File: config.mk
export PLATFORM = sky130hd
export DESIGN_NAME = command_line_collect_validate_top
export DESIGN_NICKNAME = d
export VERILOG_FILES = /design/src/cclv_pkg.sv /design/src/cclv_datapath.sv /design/src/cclv_ctrl.sv /design/src/command_line_collect_validate_top.sv
export SDC_FILE = /design/constraint.sdc
export NUM_CORES = 1
export LEC_CHECK = 0
export BUFFER_PORTS_ARGS = -buffer_cell sky130_fd_sc_hd__buf_4
export CORE_MARGIN = 3
export CORE_UTILIZATION = 45
export DETAILED_ROUTE_END_ITERATION = 10
export SYNTH_ARGS = -nofsm -noshare
export SYNTH_HDL_FRONTEND = slang
export SYNTH_SLANG_ARGS = --single-unit
File: constraint.sdc
create_clock -name clk_i -period 3 [get_ports clk_i]
set_input_delay 0.6 -clock clk_i [delete_from_list [all_inputs] [get_ports clk_i]]
set_output_delay 0.6 -clock clk_i [all_outputs]
set_load 0.02 [all_outputs]
File: src/cclv_pkg.sv
package cclv_pkg;

  // Default line buffer size; the buffer holds one byte less than this.
  localparam int unsigned LineBytes = 32;

  localparam logic [7:0] CharTerm  = 8'h21;  // '!'
  localparam logic [7:0] CharBs    = 8'h08;
  localparam logic [7:0] CharDel   = 8'h7F;
  localparam logic [7:0] CharCr    = 8'h0D;
  localparam logic [7:0] CharLf    = 8'h0A;
  localparam logic [7:0] CharSpace = 8'h20;
  localparam logic [7:0] CharTab   = 8'h09;
  localparam logic [7:0] CharPlus  = 8'h2B;
  localparam logic [7:0] CharMinus = 8'h2D;
  localparam logic [7:0] CharZero  = 8'h30;
  localparam logic [7:0] CharOne   = 8'h31;
  localparam logic [7:0] CharNine  = 8'h39;
  localparam logic [7:0] CharLowM  = 8'h6D;
  localparam logic [7:0] CharUpM   = 8'h4D;
  localparam logic [7:0] CharNul   = 8'h00;

  localparam logic [1:0] KindData     = 2'd0;
  localparam logic [1:0] KindInvalid  = 2'd1;
  localparam logic [1:0] KindOverflow = 2'd2;

  // Commands from the controller to the datapath.
  typedef struct packed {
    logic       push;       // store the incoming byte, bump fill
    logic       pop;        // drop the newest byte
    logic       clear_fill; // empty the line
    logic       clr_ptr;    // rewind the read pointer
    logic       ptr_inc;    // advance the read pointer
    logic       rd_en;      // read the line buffer at the pointer
    logic       chk_init;   // restart the syntax checker
    logic       chk_step;   // feed the read byte to the checker
    logic       load_data;  // load the read byte into the output word
    logic       load_err;   // load an error word
    logic [1:0] err_kind;
  } cmd_t;

  // Status from the datapath to the controller.
  typedef struct packed {
    logic is_term;
    logic is_crlf;
    logic is_erase;
    logic fill_zero;
    logic fill_full;
    logic last_byte;
    logic out_free;
    logic parse_ok;
  } sts_t;

  function automatic logic is_blank(input logic [7:0] c);
    return (c == CharSpace) || ((c >= CharTab) && (c <= CharCr));
  endfunction

  function automatic logic is_digit(input logic [7:0] c);
    return (c >= CharZero) && (c <= CharNine);
  endfunction

  function automatic logic is_m(input logic [7:0] c);
    return (c == CharLowM) || (c == CharUpM);
  endfunction

endpackage

File: src/cclv_datapath.sv
module cclv_datapath #(
  parameter int unsigned LINE_BYTES = cclv_pkg::LineBytes
) (
  input  logic                clk_i,
  input  logic                rst_ni,
  input  logic [7:0]          rx_byte_i,
  input  logic                out_ready_i,
  input  cclv_pkg::cmd_t      cmd_i,
  output cclv_pkg::sts_t      sts_o,
  output logic                out_valid_o,
  output logic [1:0]          out_kind_o,
  output logic [7:0]          out_data_o,
  output logic                out_last_o
);

  localparam int unsigned Cap = LINE_BYTES - 1;
  localparam int unsigned FW  = $clog2(LINE_BYTES);
  localparam int unsigned AW  = $clog2(Cap);
  localparam logic [FW-1:0] CapVal = FW'(Cap);

  localparam logic [3:0] P_LEAD = 4'd0;
  localparam logic [3:0] P_SIGN = 4'd1;
  localparam logic [3:0] P_DIG  = 4'd2;
  localparam logic [3:0] P_GAP1 = 4'd3;
  localparam logic [3:0] P_M1   = 4'd4;
  localparam logic [3:0] P_M2   = 4'd5;
  localparam logic [3:0] P_GAP2 = 4'd6;
  localparam logic [3:0] P_BIT  = 4'd7;
  localparam logic [3:0] P_TAIL = 4'd8;
  localparam logic [3:0] P_FAIL = 4'd9;

  logic [7:0]    mem [Cap];
  logic [7:0]    rd_data_q;
  logic [FW-1:0] fill_q, fill_d;
  logic [AW-1:0] ptr_q, ptr_d;
  logic [3:0]    pst_q, pst_d, pst_nxt;
  logic          ended_q, ended_d;
  logic          out_valid_q, out_valid_d;
  logic [1:0]    out_kind_q;
  logic [7:0]    out_data_q;
  logic          out_last_q;
  logic          out_free;
  logic          last_byte;

  assign out_free  = !out_valid_q || out_ready_i;
  assign last_byte = (FW'(ptr_q) == (fill_q - FW'(1)));

  always_comb begin
    sts_o.is_term   = (rx_byte_i == cclv_pkg::CharTerm);
    sts_o.is_crlf   = (rx_byte_i == cclv_pkg::CharCr) || (rx_byte_i == cclv_pkg::CharLf);
    sts_o.is_erase  = (rx_byte_i == cclv_pkg::CharBs) || (rx_byte_i == cclv_pkg::CharDel);
    sts_o.fill_zero = (fill_q == '0);
    sts_o.fill_full = (fill_q == CapVal);
    sts_o.last_byte = last_byte;
    sts_o.out_free  = out_free;
    sts_o.parse_ok  = (pst_q == P_BIT) || (pst_q == P_TAIL);
  end

  // Line buffer: one write port, one registered read port.
  always_ff @(posedge clk_i) begin
    if (cmd_i.push) begin
      mem[fill_q[AW-1:0]] <= rx_byte_i;
    end
    if (cmd_i.rd_en) begin
      rd_data_q <= mem[ptr_q];
    end
  end

  always_comb begin
    fill_d = fill_q;
    if (cmd_i.clear_fill) begin
      fill_d = '0;
    end else if (cmd_i.push) begin
      fill_d = fill_q + FW'(1);
    end else if (cmd_i.pop) begin
      fill_d = fill_q - FW'(1);
    end
  end

  always_comb begin
    ptr_d = ptr_q;
    if (cmd_i.clr_ptr) begin
      ptr_d = '0;
    end else if (cmd_i.ptr_inc) begin
      ptr_d = ptr_q + AW'(1);
    end
  end

  // Syntax check, one byte per step.
  always_comb begin
    pst_nxt = P_FAIL;
    case (pst_q)
      P_LEAD: begin
        if (cclv_pkg::is_blank(rd_data_q)) pst_nxt = P_LEAD;
        else if ((rd_data_q == cclv_pkg::CharPlus) || (rd_data_q == cclv_pkg::CharMinus))
          pst_nxt = P_SIGN;
        else if (cclv_pkg::is_digit(rd_data_q)) pst_nxt = P_DIG;
      end
      P_SIGN: begin
        if (cclv_pkg::is_digit(rd_data_q)) pst_nxt = P_DIG;
      end
      P_DIG: begin
        if (cclv_pkg::is_digit(rd_data_q)) pst_nxt = P_DIG;
        else if (cclv_pkg::is_blank(rd_data_q)) pst_nxt = P_GAP1;
        else if (cclv_pkg::is_m(rd_data_q)) pst_nxt = P_M1;
      end
      P_GAP1: begin
        if (cclv_pkg::is_blank(rd_data_q)) pst_nxt = P_GAP1;
        else if (cclv_pkg::is_m(rd_data_q)) pst_nxt = P_M1;
      end
      P_M1: begin
        if (cclv_pkg::is_m(rd_data_q)) pst_nxt = P_M2;
      end
      P_M2, P_GAP2: begin
        if (cclv_pkg::is_blank(rd_data_q)) pst_nxt = P_GAP2;
        else if ((rd_data_q == cclv_pkg::CharZero) || (rd_data_q == cclv_pkg::CharOne))
          pst_nxt = P_BIT;
      end
      P_BIT, P_TAIL: begin
        if (cclv_pkg::is_blank(rd_data_q)) pst_nxt = P_TAIL;
      end
      default: pst_nxt = P_FAIL;
    endcase
  end

  always_comb begin
    pst_d   = pst_q;
    ended_d = ended_q;
    if (cmd_i.chk_init) begin
      pst_d   = P_LEAD;
      ended_d = 1'b0;
    end else if (cmd_i.chk_step && !ended_q) begin
      // a zero byte ends the checked part of the line
      if (rd_data_q == cclv_pkg::CharNul) begin
        ended_d = 1'b1;
      end else begin
        pst_d = pst_nxt;
      end
    end
  end

  always_comb begin
    out_valid_d = out_valid_q;
    if (cmd_i.load_data || cmd_i.load_err) begin
      out_valid_d = 1'b1;
    end else if (out_ready_i) begin
      out_valid_d = 1'b0;
    end
  end

  always_ff @(posedge clk_i or negedge rst_ni) begin
    if (!rst_ni) begin
      fill_q      <= '0;
      ptr_q       <= '0;
      pst_q       <= P_LEAD;
      ended_q     <= 1'b0;
      out_valid_q <= 1'b0;
    end else begin
      fill_q      <= fill_d;
      ptr_q       <= ptr_d;
      pst_q       <= pst_d;
      ended_q     <= ended_d;
      out_valid_q <= out_valid_d;
    end
  end

  always_ff @(posedge clk_i) begin
    if (cmd_i.load_data) begin
      out_kind_q <= cclv_pkg::KindData;
      out_data_q <= rd_data_q;
      out_last_q <= last_byte;
    end else if (cmd_i.load_err) begin
      out_kind_q <= cmd_i.err_kind;
      out_data_q <= '0;
      out_last_q <= 1'b1;
    end
  end

  assign out_valid_o = out_valid_q;
  assign out_kind_o  = out_kind_q;
  assign out_data_o  = out_data_q;
  assign out_last_o  = out_last_q;

endmodule

File: src/cclv_ctrl.sv
module cclv_ctrl (
  input  logic           clk_i,
  input  logic           rst_ni,
  input  logic           in_valid_i,
  output logic           in_ready_o,
  input  cclv_pkg::sts_t sts_i,
  output cclv_pkg::cmd_t cmd_o
);

  localparam logic [2:0] ST_IDLE    = 3'd0;
  localparam logic [2:0] ST_CHK_RD  = 3'd1;
  localparam logic [2:0] ST_CHK_EV  = 3'd2;
  localparam logic [2:0] ST_CHK_END = 3'd3;
  localparam logic [2:0] ST_SND_RD  = 3'd4;
  localparam logic [2:0] ST_SND_LD  = 3'd5;
  localparam logic [2:0] ST_ERR     = 3'd6;

  logic [2:0] state_q, state_d;
  logic       ovf_q, ovf_d;
  logic       take;

  assign in_ready_o = (state_q == ST_IDLE);
  assign take       = in_valid_i && in_ready_o;

  always_comb begin
    state_d = state_q;
    ovf_d   = ovf_q;
    cmd_o   = '0;
    cmd_o.err_kind = ovf_q ? cclv_pkg::KindOverflow : cclv_pkg::KindInvalid;
    case (state_q)
      ST_IDLE: begin
        if (take) begin
          if (sts_i.is_term) begin
            if (!sts_i.fill_zero) begin
              cmd_o.chk_init = 1'b1;
              cmd_o.clr_ptr  = 1'b1;
              state_d        = ST_CHK_RD;
            end
          end else if (sts_i.is_crlf) begin
            // drop
          end else if (sts_i.is_erase) begin
            cmd_o.pop = !sts_i.fill_zero;
          end else if (!sts_i.fill_full) begin
            cmd_o.push = 1'b1;
          end else begin
            cmd_o.clear_fill = 1'b1;
            ovf_d            = 1'b1;
            state_d          = ST_ERR;
          end
        end
      end
      ST_CHK_RD: begin
        cmd_o.rd_en = 1'b1;
        state_d     = ST_CHK_EV;
      end
      ST_CHK_EV: begin
        cmd_o.chk_step = 1'b1;
        cmd_o.ptr_inc  = 1'b1;
        state_d        = sts_i.last_byte ? ST_CHK_END : ST_CHK_RD;
      end
      ST_CHK_END: begin
        if (sts_i.parse_ok) begin
          cmd_o.clr_ptr = 1'b1;
          state_d       = ST_SND_RD;
        end else begin
          cmd_o.clear_fill = 1'b1;
          ovf_d            = 1'b0;
          state_d          = ST_ERR;
        end
      end
      ST_SND_RD: begin
        cmd_o.rd_en = 1'b1;
        state_d     = ST_SND_LD;
      end
      ST_SND_LD: begin
        // hold the read byte until the output word is free
        if (sts_i.out_free) begin
          cmd_o.load_data = 1'b1;
          cmd_o.ptr_inc   = 1'b1;
          if (sts_i.last_byte) begin
            cmd_o.clear_fill = 1'b1;
            state_d          = ST_IDLE;
          end else begin
            state_d = ST_SND_RD;
          end
        end
      end
      ST_ERR: begin
        if (sts_i.out_free) begin
          cmd_o.load_err = 1'b1;
          state_d        = ST_IDLE;
        end
      end
      default: state_d = ST_IDLE;
    endcase
  end

  always_ff @(posedge clk_i or negedge rst_ni) begin
    if (!rst_ni) begin
      state_q <= ST_IDLE;
      ovf_q   <= 1'b0;
    end else begin
      state_q <= state_d;
      ovf_q   <= ovf_d;
    end
  end

endmodule

File: src/command_line_collect_validate_top.sv
// Command line collector and checker.
// Slave stream: one received character per word on s_axis_tdata_i.
// Master stream: one result per word; tuser carries the kind (forwarded
// byte, invalid command, line overflow), tdata the forwarded byte (zero for
// errors), tlast marks the final result caused by one input byte.
// Ordinary bytes, CR/LF, erase bytes and a terminator on an empty line leave
// the controller idle; s_axis_tready_o is high whenever the controller is idle.
// A byte that overflows the line loads its error word once the output word is
// free, and input is ready again as that word appears.
// A terminator on a non-empty line walks the line buffer through its single
// read port: each byte is read and then fed to the checker, the result is
// decided, and for a valid line each byte is read again and then loaded into
// the output word; an invalid line yields one error word instead.
// A stalled receiver holds the output word; the forwarding walk waits on it,
// and input stays blocked until all results of the terminator are loaded.
// Reset empties the line and the output word; buffer contents are not
// cleared, since only bytes written since the line began are read.
module command_line_collect_validate_top #(
  parameter int unsigned LINE_BYTES = cclv_pkg::LineBytes
) (
  input  logic       clk_i,
  input  logic       rst_ni,
  input  logic       s_axis_tvalid_i,
  output logic       s_axis_tready_o,
  input  logic [7:0] s_axis_tdata_i,   // [7:0] rx_byte
  output logic       m_axis_tvalid_o,
  input  logic       m_axis_tready_i,
  output logic [7:0] m_axis_tdata_o,   // [7:0] data_byte
  output logic [1:0] m_axis_tuser_o,   // [1:0] result_kind
  output logic       m_axis_tlast_o
);

  cclv_pkg::cmd_t cmd;
  cclv_pkg::sts_t sts;

  cclv_ctrl u_ctrl (
    .clk_i      (clk_i),
    .rst_ni     (rst_ni),
    .in_valid_i (s_axis_tvalid_i),
    .in_ready_o (s_axis_tready_o),
    .sts_i      (sts),
    .cmd_o      (cmd)
  );

  cclv_datapath #(
    .LINE_BYTES (LINE_BYTES)
  ) u_datapath (
    .clk_i       (clk_i),
    .rst_ni      (rst_ni),
    .rx_byte_i   (s_axis_tdata_i),
    .out_ready_i (m_axis_tready_i),
    .cmd_i       (cmd),
    .sts_o       (sts),
    .out_valid_o (m_axis_tvalid_o),
    .out_kind_o  (m_axis_tuser_o),
    .out_data_o  (m_axis_tdata_o),
    .out_last_o  (m_axis_tlast_o)
  );

endmodule

==> impl_results.md <==
- Status: finished clean
- Critical path type: reg -> out
- Die Ht: 170 um
- Row count: 59
- Worst Path Max Fanout: 12
- Largest family of logic cells by synthesized area: multiplexers
- Pwr Density: slightly above 900 nW/um2
- GR Util All Layers: 0.195
- Vias per inst: a little under 6
- Primary FF master, synth: edfxtp_1
- # IOs: 25
- Layout Area Growth over Synthesis: 17.1%
- Number of enable flip-flop cells after synthesis: about 270
- Fillers: between 2000 and 2500
- Syn. warnings: 0
- Final number of setup-violating endpoints: 0
- Worst slew pin tran: roughly 0.79 ns
- CTS resizes: 0
- Cells after Synth: 676
- Leakage power: 4.73 nW
- Largest net degree at the start of global routing: 32
- Share of cells above drive strength 1: 0.307
- Routed len/inst: 24.5 um
- Hold slack: 0.348 ns
- Max Clock Skew: approximately 0.011 ns
- Final WL: 27400 um
- Dpl cells: 1064
- Clock root buffer master: clkbuf_16
- Synth Area in XOR/XNOR: 0.0116
- Reg2reg start: u_datapath.fill_q[0]
- Clock-pin slew on the worst setup and hold paths: about 0.060 ns
- Worst Setup Start Kind: flip-flop
- Hold path startpoint: s_axis_tdata_i[5]
- Post-route DRC violation count: 0
- R2R depth: 8
- GPL Wtd Cong: between 0.8 and 0.9
- Die area: roughly 29000 um2
- Cell area after layout: 14100 um2
- Hold endpoint: u_datapath.mem[7][5]
- CP arrival: 2.06 ns
- Compound-Gate Fraction of Synth Area: 0.0406
- TritonCTS clock tree: built
- Mapped Avg Cell Area: 17.9 um2
- Setup tns final: 0 ns
- I/O Buffers: 24
- Clk_lat worst skew: between 0.5 and 0.6 ns
- Vias in the first global route: between 6000 and 7000
- Final hold violations: 0
- Total number of vias: ~6600
- Placeable Area: about 26000 um2
- R2R setup slack: ~0.4 ns
- Initial DRT Pass Iterations: 5
- Sink Count: around 290
- First-pass GRT wire length: approximately 43000 um
- Initial core utilization: 0.461
- Mapped Area: roughly 12000 um2
- Half-perimeter wire length after placement: approximately 19000 um
- Post-synthesis simple-gate area fraction: 0.0716
- Area after DPL: around 13000 um2
- Max Cap Viol: 0
- RSZ-0062 raised after global routing: no
- Fmax: between 300 and 400 MHz
- Die width: about 170 um
- H-tree levels: 1
- Drt initial violations: ~700
- Max Slew Vio Count: 0
- Synth Register Bits: between 200 and 300
- Tmin final: around 2.7 ns
- DRT antenna net count: 0
- Post-synth ARST share: 0.0697
- Tcrit/Tclk final: 0.885
- Initial antenna violation count: 0
- Worst vdd ir: between 0.0005 and 0.0006 V
- Post-synthesis sequential area ratio: 0.704
- Post-synthesis adder-cell area fraction: 0.00622
- Worst Hold Class: in -> reg
- Worst Path Required: ~2.4 ns
- Global route overflow: 0
- Fin nets: between 700 and 800
- Final Non-Filler Cells: about 1100
- Syn Nets: between 600 and 700
- Mux cell area share after synthesis: 0.149
- Max_slew headroom: 0.470
- Crit. End Element: output port
- Distinct cells, synth: 69
- CTS max path bufs: 3
- Num CTS Buffers: 29
- Hold depth: 1
- Antenna cells: 0
- FF-to-FF End: u_datapath.mem[11][6]
registers in the layout, indices dropped and copies added, names as in the netlist:
signal	flops
u_ctrl.ovf_q	1
u_ctrl.state_q	3
u_datapath.ended_q	1
u_datapath.fill_q	5
u_datapath.mem	248
u_datapath.out_data_o	8
u_datapath.out_kind_o	2
u_datapath.out_last_o	1
u_datapath.out_valid_o	1
u_datapath.pst_q	4
u_datapath.ptr_q	5
u_datapath.rd_data_q	8
Yosys cell counts (4+ instances only):
cell / n / share of area
edfxtp_1: 265 / 0.66
mux4_2: 72 / 0.13
nor2_1: 60 / 0.019
clkbuf_1: 28 / 0.0087
nand2_1: 28 / 0.0087
dfrtp_1: 20 / 0.041
o21ai_0: 18 / 0.0075
a21oi_1: 12 / 0.0050
and2_1: 10 / 0.0052
nand3_1: 10 / 0.0041
nor3_1: 10 / 0.0041
mux2i_1: 9 / 0.0075
xor2_1: 9 / 0.0065
inv_1: 8 / 0.0025
mux2_2: 8 / 0.0075
nand4_1: 7 / 0.0036
xnor2_1: 7 / 0.0051
ha_1: 6 / 0.0062
buf_2: 5 / 0.0021
nand3b_1: 5 / 0.0031
and3_1: 4 / 0.0021
nand2b_1: 4 / 0.0021
how the worst max path moves through the flow:
stage	slack, ns	cells after the start	startpoint	endpoint
2_1_floorplan	0.52	7	s_axis_tdata_i[1]	u_datapath.mem[10][0]
3_3_place_gp	0.17	7	s_axis_tdata_i[2]	u_datapath.mem[11][3]
3_5_place_dp	0.15	7	s_axis_tdata_i[2]	u_datapath.mem[11][6]
4_1_cts	0.34	3	u_ctrl.state_q[1]	s_axis_tready_o
5_1_grt	0.28	8	u_datapath.fill_q[0]	u_datapath.mem[11][6]
6_report	0.34	3	u_ctrl.state_q[1]	s_axis_tready_o
critical path: stages, from the launching register on:
cell and delay (ns):
dfrtp_1 0.44, buf_4 0.20, nor3_1 0.60, buf_4 0.27
final cells by class:
type	instances	area, um2	area share
Timing Repair Buffer	92	743	0.0526
Clock buffer	34	774	0.0548
Multi-Input combinational cell	343	3370	0.239
Sequential cell	287	8500	0.602
Inverter	8	30.0	0.00212
Tap cell	335	419	0.0297
Clock inverter	19	294	0.0208
cells by family (layout without fill, tap and decap cells):
| family | after synthesis | after routing |
|---|---|---|
| flip-flops | 287 | 287 |
| multiplexers | 89 | 89 |
| buffers and inverters | 46 | 153 |
| AO/OA/AOI/OAI | 67 | 67 |
| XOR/XNOR | 16 | 16 |
| adder cells (fa/ha/maj) | 6 | 6 |
| AND/OR/NAND/NOR | 165 | 165 |
routing by layer:
layer,wire (um),GRT usage
met2,12700,0.299
met4,576,0.0484
met1,12600,0.301
met3,1490,0.0247
met5,0,0
power breakdown:
part | switching, mW | total, mW | leakage (nW) | internal [mW]
Combinational | 1.94 | 3.82 | 1.55 | 1.88
Clock | 1.51 | 3.97 | 0.519 | 2.46
Sequential | 0.462 | 5.19 | 2.66 | 4.73
stage by stage:
step	setup WS (ns)	power, mW	util
final	0.344	13.0	0.539
after global routing	0.283	13.6	0.539
after CTS	0.341	13.1	0.539
after detailed placement	0.150	9.11	0.498
after global placement	0.172	9.04	0.498
after floorplan	0.520	7.82	-
layout by cell type, fill, tap and decap left out, drive strengths merged, types with 5 or more instances in the layout:
cell and n:
clkinv 8, nand3 10, nor3 10, mux4 72, nand3b 5, a21oi 12
inv 10, clkbuf 34, bufinv 7, mux2 8, o21ai 20, mux2i 9
buf 91, xor2 9, nor2 61, nand4 8, ha 6, nand2 28
xnor2 7, dfrtp 20, and2 10, edfxtp 265
what timing repair did:
| item | 4_1_cts | 5_1_grt |
|---|---|---|
| hold buffers | 1 | 0 |
| setup buffers | 0 | 0 |
| endpoints found under the hold margin | 20 | 0 |
(Power assumes the default switching activity.)
